### config.mk
export PLATFORM = sky130hd
export DESIGN_NAME = tkc_div
export DESIGN_NICKNAME = d
export VERILOG_FILES = /design/src/rtl/tkc_pkg.sv /design/src/rtl/tkc_div.sv
export SDC_FILE = /design/constraint.sdc
export NUM_CORES = 1
export LEC_CHECK = 0
export BUFFER_PORTS_ARGS = -buffer_cell sky130_fd_sc_hd__buf_2
export CORE_UTILIZATION = 50
export CTS_CLUSTER_SIZE = 20
export DETAILED_ROUTE_END_ITERATION = 12
export GPL_TIMING_DRIVEN = 0
export HOLD_SLACK_MARGIN = 0.08
export MAX_ROUTING_LAYER = met4
export PLACE_DENSITY = 0.76
export SLEW_MARGIN = 20
export SYNTH_ARGS = -nofsm -noshare
export SYNTH_HDL_FRONTEND = slang
export SYNTH_SLANG_ARGS = --single-unit
### constraint.sdc
create_clock -name clk -period 6.6 [get_ports clk]
set_clock_uncertainty 0.2 [all_clocks]
set_input_delay 1.98 -clock clk [delete_from_list [all_inputs] [get_ports clk]]
set_output_delay 1.98 -clock clk [all_outputs]
set_load 0.02 [all_outputs]
### src/rtl/tkc_pkg.sv
package tkc_pkg;

  // Tile store capacity and the widths that follow from it.
  localparam int MAX_TILES = 2048;
  localparam int TILE_W    = 11;
  localparam int COUNT_W   = 12;

  // Reseeding of an empty cluster.
  localparam int            RESEED_TRIES = 16;
  localparam logic [31:0]   DEFAULT_SEED = 32'h00C0FFEE;
  localparam logic [31:0]   LFSR_MASK    = 32'h80200003;

  // Datapath widths.
  localparam int DIST_W = 36;   // sum of three squared differences
  localparam int SUM_W  = 36;   // weighted component sum
  localparam int WGT_W  = 18;   // cluster pixel weight
  localparam int DVD_W  = 34;   // divider dividend

  // Command codes.
  localparam logic [1:0] CMD_LOAD  = 2'd0;
  localparam logic [1:0] CMD_RUN   = 2'd1;
  localparam logic [1:0] CMD_READ  = 2'd2;
  localparam logic [1:0] CMD_CLEAR = 2'd3;

  // Status codes.
  localparam logic [1:0] STAT_OK    = 2'd0;
  localparam logic [1:0] STAT_FULL  = 2'd1;
  localparam logic [1:0] STAT_RANGE = 2'd2;

  typedef struct packed {
    logic [1:0]         command;
    logic [10:0]        tile_index;
    logic [14:0]        lightness;
    logic signed [15:0] green_red;
    logic signed [15:0] blue_yellow;
    logic [6:0]         pixels;
  } req_word_t;

  typedef struct packed {
    logic [1:0]  status;
    logic [1:0]  cluster;
    logic [11:0] tile_total;
    logic [4:0]  passes;
  } rsp_word_t;

  typedef struct packed {
    logic [14:0]        lightness;
    logic signed [15:0] green_red;
    logic signed [15:0] blue_yellow;
    logic [6:0]         weight;
  } tile_t;

  typedef struct packed {
    logic signed [15:0] l;
    logic signed [15:0] a;
    logic signed [15:0] b;
  } cent_t;

  typedef struct packed {
    logic             start;
    logic [DVD_W-1:0] dividend;
    logic [WGT_W-1:0] divisor;
  } div_req_t;

  typedef struct packed {
    logic             busy;
    logic             done;
    logic [DVD_W-1:0] quotient;
    logic [WGT_W-1:0] remainder;
  } div_rsp_t;

  typedef enum logic [4:0] {
    ST_IDLE,
    ST_READ,
    ST_SEED_TAKE_RD,
    ST_SEED_TAKE,
    ST_SEED_RD,
    ST_SEED_MUL,
    ST_SEED_CMP,
    ST_PASS_START,
    ST_ASG_RD,
    ST_ASG_MUL,
    ST_ASG_CMP,
    ST_ASG_WR,
    ST_ACC_ADD,
    ST_PASS_END,
    ST_UPD,
    ST_DIV,
    ST_RS_STEP,
    ST_RS_DIV,
    ST_RS_RD,
    ST_RS_CHK,
    ST_RUN_END
  } state_t;

endpackage

### src/rtl/tkc_div.sv
module tkc_div (
  input  logic              clk,
  input  logic              rst,
  input  tkc_pkg::div_req_t req,
  output tkc_pkg::div_rsp_t rsp
);

  localparam int CNT_W = $clog2(tkc_pkg::DVD_W + 1);

  logic [tkc_pkg::DVD_W-1:0] quo;
  logic [tkc_pkg::WGT_W-1:0] rem;
  logic [tkc_pkg::WGT_W-1:0] dsr;
  logic [CNT_W-1:0]          cnt;
  logic                      busy;
  logic                      done;
  logic [tkc_pkg::WGT_W:0]   trial;
  logic                      fits;

  // One quotient bit per cycle, restoring form.
  assign trial = {rem, quo[tkc_pkg::DVD_W-1]};
  assign fits  = trial >= {1'b0, dsr};

  always_ff @(posedge clk) begin
    if (rst) begin
      busy <= 1'b0;
      done <= 1'b0;
      cnt  <= '0;
    end else begin
      done <= 1'b0;
      if (req.start) begin
        busy <= 1'b1;
        cnt  <= CNT_W'(tkc_pkg::DVD_W);
        quo  <= req.dividend;
        dsr  <= req.divisor;
        rem  <= '0;
      end else if (busy) begin
        quo <= {quo[tkc_pkg::DVD_W-2:0], fits};
        rem <= fits ? tkc_pkg::WGT_W'(trial - {1'b0, dsr}) : tkc_pkg::WGT_W'(trial);
        cnt <= cnt - 1'b1;
        if (cnt == CNT_W'(1)) begin
          busy <= 1'b0;
          done <= 1'b1;
        end
      end
    end
  end

  assign rsp.busy      = busy;
  assign rsp.done      = done;
  assign rsp.quotient  = quo;
  assign rsp.remainder = rem;

endmodule

# Yosys cells after proc, flatten, opt, wreduce, memory -nomap -nowiden
# Cells that the tools add are included.
# op_classes
n_addsub	2
order_cmp	1
n_eq_ne	1
n_mux	10
n_bitwise	2
n_reduce_logical	5
# op_table
op	count
$mux W34	2
$mux W18	2
$ge A19 B18 Y1	1
$sub A18 B18 Y18	1
$mux W6	2
$eq A6 B1 Y1 const B	1
$sub A6 B1 Y6 const B	1
$mux W1	4
$reduce_and A2 Y1	2
$reduce_or A3 Y1	1
$not A1 Y1	2
$reduce_bool A2 Y1	1
$reduce_or A2 Y1	1
# totals
register_bits	78
input_bits	55
output_inout_bits	54
wordCells	28

# Depth between registers and ports, before layout
# depth
word_depth	4
mapped_depth	11
mapped_depth_nobuf	11

# Worst setup path after synthesis
# Ideal clock, no wire load.
# synth_path
kind	in2reg
startpoint	input req[52] (netlist bit)
endpoint	register quo[0] (netlist bit) (enable)
setup_time_ns	0.462
arrival_time_ns	4.571
required_time_ns	5.938
slack_ns	1.367
cell_stages	3
path_buffers	1
cell_sequence	buf_1 > nor2_1 > nor2_1
# synth_via
elab_chain_cells	2
# synth_lines
item	line	text
start: declaration	tkc_div.sv:4	input tkc_pkg::div_req_t req,
$reduce_bool A2 Y1 (no source line)	--	
$reduce_and A2 Y1 (no source line)	--	
end signal: assignment	tkc_div.sv:33	quo <= req.dividend;
end signal: assignment	tkc_div.sv:37	quo <= {quo[tkc_pkg::DVD_W-2:0], fits};
end: declaration	tkc_div.sv:10	logic [tkc_pkg::DVD_W-1:0] quo;
# No other way between the ends.
# A chain may end at the register's enable or synchronous reset.

# Worst setup path in the final report
# layout_path
startpoint	input req[52] (netlist bit)
endpoint	register dsr[9] (netlist bit) (enable)
# layout_via
elab_chain_cells	1
# layout_lines
item	line	text
$reduce_and A2 Y1 (no source line)	--	
end signal: assignment	tkc_div.sv:34	dsr <= req.divisor;
end: declaration	tkc_div.sv:12	logic [tkc_pkg::WGT_W-1:0] dsr;
# No other way between the ends.

==> run metrics <==
Crit path depth=4; cell family with most CP delay=buffers and inverters; Max rail drop VDD=approximately 0.17 mV; leak pwr=around 2.2 nW; final core utilization=0.650; multi-input logic area=1750 um^2; clk buf depth=2; unrepaired setup endpoints after global routing=false; post-route ant nets=0; # H-tree levels=3; cell with the most instances after synthesis=edfxtp_1; CP max FO=10; GR Util met1=0.249; ys async rst share=0; Syn Nets=~420; Worst Hold Path EP=cnt[4]; CP required=~6.5 ns; fin nets=approximately 540; vias per cell=~5.3; CTS tree=yes; height of the chip=around 93 um; Antenna Cells=0; Clk pin slew, worst setup/hold paths=0.09 ns; dpl hpwl=6670 um; period utilization=0.539; share of layout cells above drive strength 1=0.383; Synth warnings=0; port bufs=106; number of enable flip-flop cells after synthesis=70; worst r2r src=quo[33]; CP Cell Sequence=buf_1, inv_1, nor2_2, buf_6; DRT Pass-1 Iters=4; CTS Buf Count=9; first-pass GRT wire length=between 10,000 and 15,000 um; die area=between 8000 and 9000 um^2; reg2reg end=rem[14]; Yosys top cell area share=0.503; GRT Overall Usage=0.218; Reg area=between 2000 and 2500 um^2; synth unique cells=48; final hold viol count=0; DR vias=3,031; number of global-route vias before repair=between 3k and 4k; Yosys top cell by area=edfxtp_1; Fillers=~600; Cell Area, Synth=4180 um^2; synthesized area per cell=12.3 um^2; fin. max-slew vios=0; Post-synth top flop=edfxtp_1; CP Launch Type=input pin; Routed WL per cell=between 15 and 20 um; synth top area cells=edfxtp_1, mux2_2, ha_1; sequential area share after synthesis=0.542; post-placement cell count=551; min-delay worst type=reg -> reg; area grow syn2layout=22.9%; post-synthesis register bit count=78; Setup crit end kind=flip-flop; Min-Delay Path Depth=2; Total Wirelength=about 9000 um; total setup buffers inserted after CTS=0; Slew HR=0.571; die width=93.4 um; Worst EP arrival=roughly 3.4 ns; worst reg2reg setup slack=3.46 ns; Commonest cells post-synth=edfxtp_1, mux2_2, nor2_1; WP buf/inv=3; Hold Startpoint=cnt[4]; Initial DRC Count=91; global route hottest layer=met2; num rows=32; pwr dens=264 nW/um^2; Placer Congestion=just under 0.9; fin cells=between 500 and 600; critical path's slowest cell=nor2_2; Clock Sink Count=between 70 and 80; max frequency=about 280 MHz; Register-to-Register Path Depth=11; Clock Latency Late Sink=0.35 ns; max-cap viol count=0; CP Class=in -> reg; met3 usage=0.0480; IO Pins=109; global route overflow=0; Least-Margin Pin Slew=0.643 ns; Initial Utilization=0.529; DRC=0; setup tns final=0 ns; core area=around 7900 um^2; antenna violations before repair=0; status=complete, no violations; Tmin final=3.56 ns; M2 GR Usage=0.367; cells after synthesis=between 300 and 400; largest net degree at the start of global routing=22; # hold bufs at CTS=0; final setup fails=0; CP max stage delay=0.51 ns; Resized cells post-CTS=0; clk root buf=clkbuf_8
## registers in the layout, indices dropped and copies added (netlist names)
| name | flops |
|---|---|
| done | 1 |
| cnt | 6 |
| busy | 1 |
| rem | 18 |
| quo | 34 |
| dsr | 18 |
## tightest hold or removal path: cells and delay by family, from the launching register on
family | cells | cell delay [ns]
XOR/XNOR | 1 | 0.15
AND/OR/NAND/NOR | 1 | 0.04
flip-flops | 1 | 0.34
## report_power, final
group	switching, W	leakage [nW]	internal, W
logic	0.000194	1.34	0.000144
clock network	0.000191	0.104	0.000214
registers	0.0000223	0.734	0.000587
## cell usage in the layout (no fill, tap or decap), types with 2 or more instances in the layout
cell type	n
a2111oi_0	2
a211oi_1	3
o21a_1	3
a211oi_2	2
mux2i_1	15
inv_6	2
inv_1	25
buf_6	3
clkinvlp_4	2
nand2_1	19
a21o_1	5
dfxtp_1	8
ha_1	20
buf_1	4
a21oi_1	14
xor2_1	10
edfxtp_1	70
nor3_1	6
o21ai_0	8
buf_16	2
a31oi_1	2
clkbuf_8	9
and3_1	2
nor2b_1	2
nand2b_1	2
buf_2	107
nand4_1	5
bufinv_16	2
mux2_2	33
buf_4	4
clkbuf_1	3
o21ai_1	4
o211ai_1	2
xnor2_1	9
nor4_1	2
nor2_1	28
nor2_4	2
nand3_1	4
a21oi_2	4
## final cells by class
type | count | share of cell area
Sequential cell | 78 | 0.441
Multi-Input combinational cell | 223 | 0.340
Clock inverter | 7 | 0.0188
Clock buffer | 9 | 0.0241
Inverter | 25 | 0.0183
Tap cell | 102 | 0.0249
Timing Repair Buffer | 109 | 0.116
Buffer | 14 | 0.0163
## through the flow
stage	hold slack, ns	total power [W]	worst slack (ns)	cell area, um^2
2_1_floorplan	0.330	0.000864	1.37	4180
3_3_place_gp	0.347	0.000943	0.232	4830
3_5_place_dp	0.358	0.000958	2.62	4910
4_1_cts	0.371	0.00136	2.98	5130
5_1_grt	0.393	0.00142	2.83	5130
6_report	0.373	0.00135	3.04	5130
## kinds of logic after synthesis
logic type / share of synthesized area
buf+inv: 0.0426
xor+xnor: 0.0399
flops: 0.542
compound gates: 0.0989
mux: 0.125
simple gates: 0.0872
fa+ha+maj: 0.0647
## layer usage
layer  part of all wire  vias to the layer above
met3              0.064                       17
met5                  0                        -
met2               0.49                      112
met4              0.021                        0
met1               0.42                     1421
li1                   -                     1481
## worst max path at each step
| stage | end | start | slack [ns] |
|---|---|---|---|
| final | dsr[9] | req[52] | 3.04 |
| after CTS | dsr[6] | req[52] | 2.98 |
| after detailed placement | dsr[9] | req[52] | 2.62 |
| after global routing | dsr[9] | req[52] | 2.83 |
| after global placement | quo[15] | req[52] | 0.23 |
| after floorplan | quo[0] | req[52] | 1.37 |
Note: power is estimated with default switching activity, not from simulation.
